<file path="src/rtl/cc20_pkg.sv">
// ChaCha20 byte-stream cipher: shared constants, types and round function.
// No dependencies.
package cc20_pkg;

  localparam int unsigned BlockBytes = 64;
  localparam int unsigned PosW       = $clog2(BlockBytes);
  localparam int unsigned CfgIdxW    = 3;
  localparam int unsigned CfgDataW   = 64;
  localparam int unsigned QDepth     = 2;

  localparam logic [CfgIdxW-1:0] RegKey01   = 3'd0;
  localparam logic [CfgIdxW-1:0] RegKey23   = 3'd1;
  localparam logic [CfgIdxW-1:0] RegKey45   = 3'd2;
  localparam logic [CfgIdxW-1:0] RegKey67   = 3'd3;
  localparam logic [CfgIdxW-1:0] RegNonce01 = 3'd4;
  localparam logic [CfgIdxW-1:0] RegNonce2  = 3'd5;
  localparam logic [CfgIdxW-1:0] RegStart   = 3'd6;

  localparam logic [31:0] Sigma0 = 32'h6170_7865;
  localparam logic [31:0] Sigma1 = 32'h3320_646E;
  localparam logic [31:0] Sigma2 = 32'h7962_2D32;
  localparam logic [31:0] Sigma3 = 32'h6B20_6574;

  typedef logic [15:0][31:0] state_t;

  // classified word passed from front to back
  typedef struct packed {
    logic [7:0] data;
    logic       last;
    logic       new_blk;   // first byte of a block: keystream must be swapped in
  } qword_t;

  function automatic logic [31:0] rotl(input logic [31:0] v, input int unsigned s);
    rotl = (v << s) | (v >> (32 - s));
  endfunction

  // one quarter round on four words
  function automatic logic [127:0] qround(input logic [31:0] a, input logic [31:0] b,
                                          input logic [31:0] c, input logic [31:0] d);
    logic [31:0] ta, tb, tc, td;
    ta = a + b;  td = rotl(d ^ ta, 16);
    tc = c + td; tb = rotl(b ^ tc, 12);
    ta = ta + tb; td = rotl(td ^ ta, 8);
    tc = tc + td; tb = rotl(tb ^ tc, 7);
    qround = {ta, tb, tc, td};
  endfunction

endpackage

</file>
<file path="src/rtl/cc20_front.sv">
// Front end: accepts bytes, tracks block position and counter, queues words.
// Depends on cc20_pkg.
module cc20_front (
  input  logic                 clk_i,
  input  logic                 rst_ni,
  input  logic                 in_valid_i,
  output logic                 in_stall_o,
  input  logic [7:0]           data_in_i,
  input  logic                 last_in_i,
  input  logic [31:0]          start_ctr_i,
  output logic                 q_valid_o,
  input  logic                 q_pop_i,
  output cc20_pkg::qword_t     q_word_o,
  output logic                 gen_req_o,
  output logic [31:0]          gen_ctr_o,
  input  logic                 gen_ack_i
);

  localparam int unsigned PtrW = $clog2(cc20_pkg::QDepth);

  cc20_pkg::qword_t fifo_q [cc20_pkg::QDepth];
  logic [PtrW-1:0] wr_q, rd_q;
  logic [PtrW:0]   cnt_q;
  logic [cc20_pkg::PosW-1:0] pos_q;
  logic [31:0] ctr_q;
  logic [31:0] gen_ctr_q;
  logic        started_q;
  logic        pend_q;     // a block request not yet taken by the generator
  logic        push, pop;
  logic [31:0] cur_ctr;

  assign cur_ctr    = started_q ? ctr_q : start_ctr_i;
  // a byte that opens a block needs the generator to take its request
  assign in_stall_o = (cnt_q == cc20_pkg::QDepth[PtrW:0]) || pend_q;
  assign push       = in_valid_i && !in_stall_o;
  assign pop        = q_pop_i && q_valid_o;
  assign q_valid_o  = cnt_q != '0;
  assign q_word_o   = fifo_q[rd_q];
  assign gen_req_o  = pend_q;
  assign gen_ctr_o  = gen_ctr_q;

  always_ff @(posedge clk_i or negedge rst_ni) begin
    if (!rst_ni) begin
      wr_q <= '0; rd_q <= '0; cnt_q <= '0;
      pos_q <= '0; ctr_q <= '0; started_q <= 1'b0; pend_q <= 1'b0;
      gen_ctr_q <= '0;
    end else begin
      if (gen_ack_i) pend_q <= 1'b0;
      if (push) begin
        wr_q <= wr_q + 1'b1;
        if (pos_q == '0) begin
          pend_q    <= 1'b1;
          gen_ctr_q <= cur_ctr;
        end
        pos_q <= pos_q + 1'b1;
        ctr_q <= (pos_q == '1) ? cur_ctr + 32'd1 : cur_ctr;
        started_q <= 1'b1;
        if (last_in_i) begin
          pos_q <= '0;
          started_q <= 1'b0;
        end
      end
      if (pop) rd_q <= rd_q + 1'b1;
      cnt_q <= cnt_q + {{PtrW{1'b0}}, push} - {{PtrW{1'b0}}, pop};
    end
  end

  always_ff @(posedge clk_i) begin
    if (push) fifo_q[wr_q] <= '{data: data_in_i, last: last_in_i, new_blk: pos_q == '0};
  end

  a_no_over: assert property (@(posedge clk_i) disable iff (!rst_ni)
    cnt_q <= cc20_pkg::QDepth[PtrW:0]) else $error("queue overflow");
  a_req_hold: assert property (@(posedge clk_i) disable iff (!rst_ni)
    pend_q && !gen_ack_i |=> pend_q) else $error("request dropped");
  a_pos_zero: assert property (@(posedge clk_i) disable iff (!rst_ni)
    !started_q |-> pos_q == '0) else $error("position not cleared");

endmodule

</file>
<file path="config.mk">
export PLATFORM = sky130hd
export DESIGN_NAME = cc20_front
export DESIGN_NICKNAME = d
export VERILOG_FILES = /design/src/rtl/cc20_pkg.sv /design/src/rtl/cc20_front.sv
export SDC_FILE = /design/constraint.sdc
export NUM_CORES = 1
export LEC_CHECK = 0
export BUFFER_PORTS_ARGS = -buffer_cell sky130_fd_sc_hd__buf_2
export CAP_MARGIN = 20
export CORE_ASPECT_RATIO = 1.25
export CORE_MARGIN = 3
export CORE_UTILIZATION = 51
export CTS_BUF_LIST = sky130_fd_sc_hd__clkbuf_2 sky130_fd_sc_hd__clkbuf_4 sky130_fd_sc_hd__clkbuf_8
export DETAILED_ROUTE_END_ITERATION = 6
export PLACE_DENSITY = 0.84
export SLEW_MARGIN = 25
export SYNTH_ARGS = -nofsm -noshare
export SYNTH_HDL_FRONTEND = slang
export SYNTH_SLANG_ARGS = --single-unit
</file>
<file path="constraint.sdc">
create_clock -name clk_i -period 2.96 [get_ports clk_i]
set_input_delay 0.592 -clock clk_i [delete_from_list [all_inputs] [get_ports clk_i]]
set_output_delay 0.592 -clock clk_i [all_outputs]
set_load 0.005 [all_outputs]
</file>
==> flow_summary_export.csv, run 1 <==
group,metric,value,unit
layout,layout.area.seq,2506,µm²
power,power_frac_clock,14.0,%
power,ir_worst_vdd,0.6595,mV
die,die-area,12140,µm²
die,io_pins,91,
status,outcome,"complete, no violations",
yosys,yosys_warnings,0,
cts,clk_path_buf_depth,2,
place,place.gp.congestion,0.8750,
sta,final-max-slew-violation-count,0,
power,p_switching,2.458,mW
job,maxCapViolations,0,
cts,clk_pin_slew,100,ps
yosys,syn_area,5532,µm²
worst_setup_path,crit_path_start,"started_q",
place,port-buffer-count,90,
place,dp_hpwl,9715,µm
die,fp.dieH,122.4,µm
global_route,first_global_vias,4828,
layout,drive_gt1_share,23.62,%
worst_setup_path,timing.rr.end,"ctr_q[25]",
sta,slew_headroom,49.65,%
worst_setup_path,critPathCapture,"ctr_q[25]",
sta,tightest_slew,754.5,ps
detailed_routing,drc,0,
global_route,grt_pass1_wl,22780,µm
layout,insertedDiodeCount,0,
detailed_routing,ant_nets,0,
worst_setup_path,criticalPathCategory,"flip-flop to flip-flop",
detailed_routing,wirelength,13530,µm
layout,fillers,875,
die,die_x,99.15,µm
detailed_routing,vias,4723,
layout,fin_nets,698,
yosys,synthAdderAreaFrac,1.131,%
global_route,grt_antenna_before_repair,0,
sta,period_minus_slack,2798,ps
worst_setup_path,cp-end-kind,"flip-flop",
yosys,yosys.area_share.simple,18.89,%
yosys,synth_top_family_by_area,"simple AND/OR/NAND/NOR gates",
yosys,syn_inst,565,
worst_setup_path,cp-start-kind,"flip-flop",
cts,htree_num_levels,3,
sta,clock_skew,14.02,ps
power,power_density,933.7,nW/µm²
detailed_routing,drt_iter0_drc,345,
yosys,avgSynthCellArea,9.790,µm²
yosys,ys_ff_latch,96,
power,combinationalPowerShare,42.8,%
worst_setup_path,required,3210,ps
die,core_area,10360,µm²
detailed_routing,detailedRoute.firstPassIterationCount,5,
worst_setup_path,r2r_cells,7,
sta,finalWorstSetupSlack,161.9,ps
global_route,gr-total-overflow,0,
die,start_util,53.38,%
sta,period_share,94.53,%
detailed_routing,avgRoutedWirePerCell,17.33,µm
yosys,syn-num-nets,616,
layout,final_util,61.02,%
global_route,grt_use_total,23.13,%
layout,areaGrowthSynthToFinish,14.32,%
min_path,hold_path.class,"input port to async pin",
place,pre_cts_slack,221.3,ps
sta,finalSetupViolations,0,
cts,clk_latency,370,ps
yosys,synth_edf_count,20,
yosys,synth-async-reset-ratio,79.17,%
yosys,synthMuxAreaShare,10.04,%
yosys,yosysSeqAreaShare,45.24,%
sta,fmax,357.4,MHz
cts,cts.sinks,96,
detailed_routing,via_per_inst,6.047,
yosys,synth_compound_area_share,16.49,%
layout,multi_input_area,2860,µm²
cts,postCtsSetupBuffers,0,
worst_setup_path,r2r-start,"started_q",
power,p_sw_share,41.63,%
yosys,synth_xor_area_share,5.067,%
cts,clockRootBuffer,"clkbuf_8",
worst_setup_path,rrSetupSlack,160,ps
worst_setup_path,crit_path_max_fanout,32,
sta,tns,0,ps
cts,cts_tree,"done",
sta,rsz0062_at_grt,"no",
cts,hold_buffers,0,
power,leakagePower,2.714,nW
worst_setup_path,worstPathArrival,3050,ps
power,p_int,3.446,mW
sta,hold_viol,0,
cts,numCtsBuffers,9,
yosys,synth.distinct_cells,54,
yosys,ys.flop_type,"dfrtp_1",
die,rows,41,
global_route,grt_max_degree,77,
power,seqPwrFrac,43.2,%
cts,cts.repair.resized,0,
cells by family after synthesis:
family	count (synthesis)
AOI/OAI and AO/OA	136
xor gates and xnor gates	32
adders and majority gates	5
buffers and inverters	41
DFF	96
muxes	54
and+or+nand+nor	201
critical path: stages (launching register included):
cell and delay (ps):
dfrtp_4 680, buf_4 280, nand4_2 150, a22oi_1 520
nand2_1 270, nor3b_2 320, xor2_1 120, a221o_1 330
routing by layer:
layer | global-route usage (%) | wire (µm)
met1 | 27.42 | 5378
met2 | 40.71 | 7051
met3 | 4.377 | 725
met4 | 10.33 | 376
met5 | 0 | 0
power by group through the flow:
stage	sequential [mW]	combinational (mW)	clock, mW
after floorplan	2.37	1.79	0
after global placement	2.51	2.40	0
after detailed placement	2.56	2.53	0
after CTS	2.55	2.54	0.845
after global routing	2.64	2.84	0.896
final	2.55	2.53	0.827
registers in the layout (all words and copies together) (netlist names):
name       flops
fifo_q        20
gen_ctr_o     32
ctr_q         32
pos_q          6
cnt_q          2
rd_q           1
gen_req_o      1
wr_q           1
started_q      1
through the flow:
| stage | power (mW) | area [µm²] | hold WS [ps] | cells |
|---|---|---|---|---|
| 2_1_floorplan | 4.164 | 5532 | 296.4 | 565 |
| 3_3_place_gp | 4.909 | 6135 | 460.5 | 765 |
| 3_5_place_dp | 5.095 | 6135 | 465.9 | 765 |
| 4_1_cts | 5.932 | 6317 | 376.5 | 781 |
| 5_1_grt | 6.374 | 6324 | 294.0 | 781 |
| 6_report | 5.904 | 6324 | 256.6 | 781 |
worst min-delay path by stage:
| stage | end | depth (start not counted) |
|---|---|---|
| after floorplan | cnt_q[0] | 0 |
| after global placement | gen_ctr_o[13] | 2 |
| after detailed placement | gen_ctr_o[13] | 2 |
| after CTS | gen_req_o | 2 |
| after global routing | gen_req_o | 1 |
| final | ctr_q[14] | 1 |
cell type report:
cell class | count | area share (%)
Clock inverter | 6 | 0.8112
Sequential cell | 96 | 39.63
Inverter | 9 | 0.5342
Multi-Input combinational cell | 428 | 45.23
Clock buffer | 10 | 2.078
Timing Repair Buffer | 103 | 9.161
Tap cell | 129 | 2.552
synth_stat cells (6+ instances only):
cell	instances	area share, %
o21ai_0	61	5.5
clkbuf_1	21	1.4
a21oi_1	21	1.9
edfxtp_1	20	11
buf_2	7	0.63
nand3b_1	9	1.2
mux2i_1	42	7.6
xor2_1	11	1.7
a21boi_0	8	1.1
xnor2_1	21	3.3
nor2_1	20	1.4
nand4b_1	6	0.95
dfrtp_1	76	34
or3_1	10	1.1
inv_1	9	0.61
nand2_1	88	6.0
mux2_2	12	2.4
o22ai_1	8	0.90
nand3_1	29	2.6
a22oi_1	6	0.81
a221o_1	6	1.1
layout by cell type, fill, tap and decap left out, types with 8 or more instances in the layout:
cell / synthesis / routed
xor2_1: 11 / 11
a21boi_0: 8 / 8
xnor2_1: 21 / 21
mux2_2: 12 / 12
buf_4: 1 / 11
buf_2: 7 / 89
or3_1: 10 / 10
o21ai_0: 61 / 61
mux2i_1: 42 / 42
nand3b_1: 9 / 9
o22ai_1: 8 / 8
clkbuf_8: 0 / 9
dfrtp_1: 76 / 75
a21oi_1: 21 / 21
edfxtp_1: 20 / 20
nand3_1: 29 / 29
inv_1: 9 / 9
nor2_1: 20 / 19
nand2_1: 88 / 87
Note: power is estimated with default switching activity, not from simulation.
==> run 2, diff against run 1 <==
--- a/config.mk
+++ b/config.mk
@@ -6,13 +6,12 @@
 export NUM_CORES = 1
 export LEC_CHECK = 0
 export BUFFER_PORTS_ARGS = -buffer_cell sky130_fd_sc_hd__buf_2
-export CAP_MARGIN = 20
 export CORE_ASPECT_RATIO = 1.25
 export CORE_MARGIN = 3
-export CORE_UTILIZATION = 51
+export CORE_UTILIZATION = 45
 export CTS_BUF_LIST = sky130_fd_sc_hd__clkbuf_2 sky130_fd_sc_hd__clkbuf_4 sky130_fd_sc_hd__clkbuf_8
 export DETAILED_ROUTE_END_ITERATION = 6
-export PLACE_DENSITY = 0.84
+export PLACE_DENSITY = 0.74
 export SLEW_MARGIN = 25
 export SYNTH_ARGS = -nofsm -noshare
 export SYNTH_HDL_FRONTEND = slang
==> constraint.sdc (replaced) <==
create_clock -name clk_i -period 3.33 [get_ports clk_i]
set_input_delay 0.666 -clock clk_i [delete_from_list [all_inputs] [get_ports clk_i]]
set_output_delay 0.666 -clock clk_i [all_outputs]
set_load 0.005 [all_outputs]
==> flow_summary_export.csv, run 2 (synthesis results as in run 1) <==
group,metric,value,unit
status,outcome,"complete, no violations",
cts,hold_buffers,0,
detailed_routing,avgRoutedWirePerCell,16.57,µm
cts,clk_latency,380,ps
detailed_routing,drt_iter0_drc,254,
place,pre_cts_slack,565.2,ps
place,port-buffer-count,90,
layout,finalNonFillerCells,807,
layout,final_util,53.63,%
die,core_area,11840,µm²
cts,numCtsBuffers,9,
cts,clk_path_buf_depth,2,
die,io_pins,91,
global_route,gr-total-overflow,0,
sta,clock_skew,10.17,ps
power,leakagePower,2.692,nW
sta,finalWorstSetupSlack,551.2,ps
sta,final-max-slew-violation-count,0,
worst_setup_path,crit_path_start,"started_q",
power,power_frac_clock,16.3,%
layout,layout.area.seq,2506,µm²
job,maxCapViolations,0,
global_route,first_global_vias,4605,
worst_setup_path,crit_path_max_fanout,33,
die,rows,44,
cts,postCtsSetupBuffers,0,
layout,final_common_cell,"buf_2",
layout,insertedDiodeCount,0,
sta,slew_headroom,47.05,%
sta,hold_viol,0,
layout,areaGrowthSynthToFinish,14.75,%
detailed_routing,detailedRoute.firstPassIterationCount,5,
global_route,busiest_layer,"met2",
sta,tightest_slew,791.3,ps
worst_setup_path,cp-start-kind,"flip-flop",
cts,cts.repair.resized,0,
power,p_sw_share,40.37,%
power,seqPwrFrac,42.8,%
place,dp_hpwl,9486,µm
power,p_switching,2.137,mW
worst_setup_path,cp-end-kind,"flip-flop",
layout,multi_input_area,2860,µm²
power,ir_worst_vdd,0.3303,mV
global_route,grt_use_total,19.83,%
cts,clk_pin_slew,90,ps
power,p_int,3.156,mW
detailed_routing,vias,4659,
worst_setup_path,worstPathArrival,3010,ps
global_route,grt_max_degree,77,
cts,cts.sinks,96,
place,dp.cells,791,
global_route,gr-usage-met3,4.107,%
sta,tns,0,ps
die,fp.dieH,130.0,µm
global_route,grt_pass1_wl,22040,µm
layout,drive_gt1_share,22.91,%
die,die_x,105.2,µm
layout,final_cell_mix,"buf_2, nand2_1, dfrtp_1, o21ai_0, mux2i_1",
cts,cts_tree,"done",
cts,clockRootBuffer,"clkbuf_8",
sta,finalSetupViolations,0,
cts,htree_num_levels,3,
die,start_util,46.73,%
detailed_routing,wirelength,13370,µm
global_route,grt_util_met1,25.10,%
global_route,grt_antenna_before_repair,0,
min_path,hold_path.class,"input port to async pin",
worst_setup_path,r2r-start,"started_q",
layout,fin_nets,692,
sta,period_share,83.45,%
sta,fmax,359.9,MHz
sta,period_minus_slack,2779,ps
place,place.gp.congestion,0.8615,
power,combinationalPowerShare,40.9,%
detailed_routing,ant_nets,0,
die,die-area,13670,µm²
worst_setup_path,r2r_cells,7,
sta,rsz0062_at_grt,"no",
worst_setup_path,criticalPathCategory,"flip-flop to flip-flop",
power,power_density,833.9,nW/µm²
global_route,grtUsageMet2,34.30,%
power,fin_total_pwr,5.293,mW
detailed_routing,via_per_inst,5.773,
detailed_routing,drc,0,
layout,fillers,1071,
worst_setup_path,required,3560,ps
run 2: worst paths after layout:
path	end	slack, ps
max reg2reg	ctr_q[22]	550
min reg2reg	gen_ctr_o[6]	490
min in group clk_i	gen_req_o	460
min	rd_q	300
max	ctr_q[22]	550
max in group asynchronous	started_q	2460
run 2: power by group through the flow:
| stage | combinational (mW) | clock (mW) | sequential [mW] |
|---|---|---|---|
| after floorplan | 1.59 | 0 | 2.11 |
| after global placement | 2.09 | 0 | 2.24 |
| after detailed placement | 2.16 | 0 | 2.28 |
| after CTS | 2.18 | 0.880 | 2.26 |
| after global routing | 2.44 | 0.919 | 2.35 |
| final | 2.17 | 0.862 | 2.26 |
run 2: routing by layer:
layer | vias to the layer above | wire (µm) | part of all wire, %
li1 | 2217 | - | -
met1 | 2278 | 5725 | 43
met2 | 145 | 6715 | 50
met3 | 19 | 708 | 5.3
met4 | 0 | 219 | 1.6
met5 | - | 0 | 0
run 2: worst max-delay path, stage by stage (launching register included):
cell      delay, ps
dfrtp_4         640
buf_4           400
nand3_1         180
a211oi_4        440
nand4_2         310
a211oi_4        340
mux2i_1         250
a221oi_2         70
run 2: stage by stage:
step           hold WS [ps]  area (µm²)
5_1_grt               357.2        6347
3_5_place_dp          467.1        6117
2_1_floorplan         370.4        5532
3_3_place_gp          459.3        6117
4_1_cts               458.1        6341
6_report              298.3        6347
run 2: area by class of cell:
cell class,count,area share [%]
Clock inverter,6,1.459
Timing Repair Buffer,97,8.220
Sequential cell,96,39.48
Multi-Input combinational cell,428,45.06
Inverter,9,0.5322
Clock buffer,10,2.070
Tap cell,161,3.174
==> run 3, diff against run 2 <==
==> constraint.sdc (replaced) <==
create_clock -name clk_i -period 2.57 [get_ports clk_i]
set_input_delay 0.514 -clock clk_i [delete_from_list [all_inputs] [get_ports clk_i]]
set_output_delay 0.514 -clock clk_i [all_outputs]
set_load 0.005 [all_outputs]
==> flow_summary_export.csv, run 3 (synthesis results as in run 1) <==
group,metric,value,unit
status,outcome,"complete, no violations",
global_route,grt_max_degree,47,
cts,cts.sinks,96,
power,power_density,1061,nW/µm²
cts,postCtsSetupBuffers,0,
sta,hold_viol,0,
cts,cts_tree,"done",
detailed_routing,drc,0,
worst_setup_path,crit_path_max_fanout,9,
job,maxCapViolations,0,
die,start_util,46.73,%
global_route,first_global_vias,4801,
cts,cts.repair.resized,0,
die,die-area,13670,µm²
worst_setup_path,timing.rr.end,"ctr_q[31]",
detailed_routing,vias,4727,
worst_setup_path,path_cells,"mux2i_1 -> buf_4 -> a2111oi_4 -> nand4_4 -> nor3_2 -> xor2_1 -> a221o_1",
sta,clock_skew,15.09,ps
cts,clockRootBuffer,"clkbuf_8",
cts,hold_buffers,0,
place,dp.cells,808,
layout,insertedDiodeCount,0,
sta,slew_headroom,51.43,%
layout,final_util,54.84,%
cts,numCtsBuffers,9,
sta,final-max-slew-violation-count,0,
detailed_routing,wirelength,13880,µm
worst_setup_path,rrSetupSlack,100,ps
place,port-buffer-count,90,
worst_setup_path,slowest_stage,"dfrtp_4",
sta,fmax,405.3,MHz
power,ir_worst_vdd,0.4057,mV
worst_setup_path,criticalPathCategory,"flip-flop to flip-flop",
cts,clk_path_buf_depth,2,
detailed_routing,avgRoutedWirePerCell,16.85,µm
layout,areaGrowthSynthToFinish,17.35,%
cts,clk_latency,380,ps
worst_setup_path,cp-end-kind,"flip-flop",
sta,tightest_slew,727.7,ps
sta,tns,0,ps
global_route,grt_pass1_wl,22840,µm
min_path,hold_path.class,"input port to async pin",
sta,rsz0062_at_grt,"yes",
detailed_routing,detailedRoute.firstPassIterationCount,5,
layout,drive_gt1_share,25.64,%
worst_setup_path,r2r_cells,7,
global_route,grt_use_total,20.64,%
worst_setup_path,r2r-start,"started_q",
detailed_routing,ant_nets,0,
layout,fin_nets,709,
detailed_routing,drt_iter0_drc,260,
global_route,grt_antenna_before_repair,0,
layout,multi_input_area,2908,µm²
layout,layout.area.seq,2506,µm²
worst_setup_path,critPathTopFamily,"compound AO/OA/AOI/OAI gates",
power,fin_total_pwr,6.890,mW
die,rows,44,
worst_setup_path,worstPathArrival,2740,ps
worst_setup_path,path_buf_inv,1,
cts,clk_pin_slew,100,ps
layout,final_common_cell,"buf_2",
worst_setup_path,max_stage_delay,560,ps
cts,htree_num_levels,3,
place,dp_hpwl,10020,µm
layout,fillers,1065,
global_route,gr-total-overflow,0,
power,leakagePower,2.794,nW
sta,finalSetupViolations,0,
detailed_routing,via_per_inst,5.737,
die,io_pins,91,
layout,final_cell_mix,"buf_2, nand2_1, dfrtp_1, o21ai_0, mux2i_1",
die,fp.dieH,130.0,µm
place,place_area,6306,µm²
layout,postLayoutCellArea,6491,µm²
die,die_x,105.2,µm
sta,period_minus_slack,2467,ps
sta,period_share,96.00,%
layout,finalNonFillerCells,824,
die,core_area,11840,µm²
worst_setup_path,cp.depth,7,
place,place.gp.congestion,0.8856,
worst_setup_path,cp-start-kind,"flip-flop",
worst_setup_path,required,2840,ps
## run 3: changes by cell type in the layout (fill, tap and decap cells not counted), sizes merged
cell / previous run / this run
bufinv: 2 / 0
clkinvlp: 2 / 1
buf: 97 / 114
clkbuf: 10 / 9
inv: 10 / 14
## run 3: how the worst max path moves through the flow
stage / endpoint / slack (ps) / startpoint
2_1_floorplan: ctr_q[28] / -130 / started_q
3_3_place_gp: ctr_q[22] / 210 / start_ctr_i[0]
3_5_place_dp: ctr_q[31] / 120 / started_q
4_1_cts: ctr_q[31] / 100 / started_q
5_1_grt: ctr_q[31] / -40 / started_q
6_report: ctr_q[31] / 100 / started_q
## run 3: final cells by class
class	instances	area share, %
clock buffer	9	1.908
timing repair buffer	114	10.14
multi-input combinational	428	44.80
clock inverter	7	0.9252
tap	161	3.103
inverter	9	0.5204
sequential	96	38.61
## run 3: through the flow
step / hold WS, ps / setup slack, ps
6_report: 73.42 / 102.8
3_3_place_gp: 460.3 / 210.3
5_1_grt: 97.65 / -41.66
2_1_floorplan: 218.4 / -130.1
4_1_cts: 84.62 / 100.2
3_5_place_dp: 466.0 / 117.0
## run 3: metal layers
metal | global-route usage, % | part of all wire (%)
met2 | 36.57 | 50
met1 | 24.58 | 42
met3 | 4.008 | 4.9
met4 | 8.958 | 2.4
met5 | 0 | 0
## run 3: power by group
part / switching, mW / internal [mW]
sequential: 0.639 / 2.25
clock: 0.605 / 0.373
combinational: 1.63 / 1.39
## run 3: worst reg2reg max path: cells and delay by family, from the launching register on
family                 cells  cell delay (ps)
XOR/XNOR                   1              130
AND/OR/NAND/NOR            2              600
multiplexers               1              180
AO/OA/AOI/OAI              2              750
flip-flops                 1              560
buffers and inverters      1              160
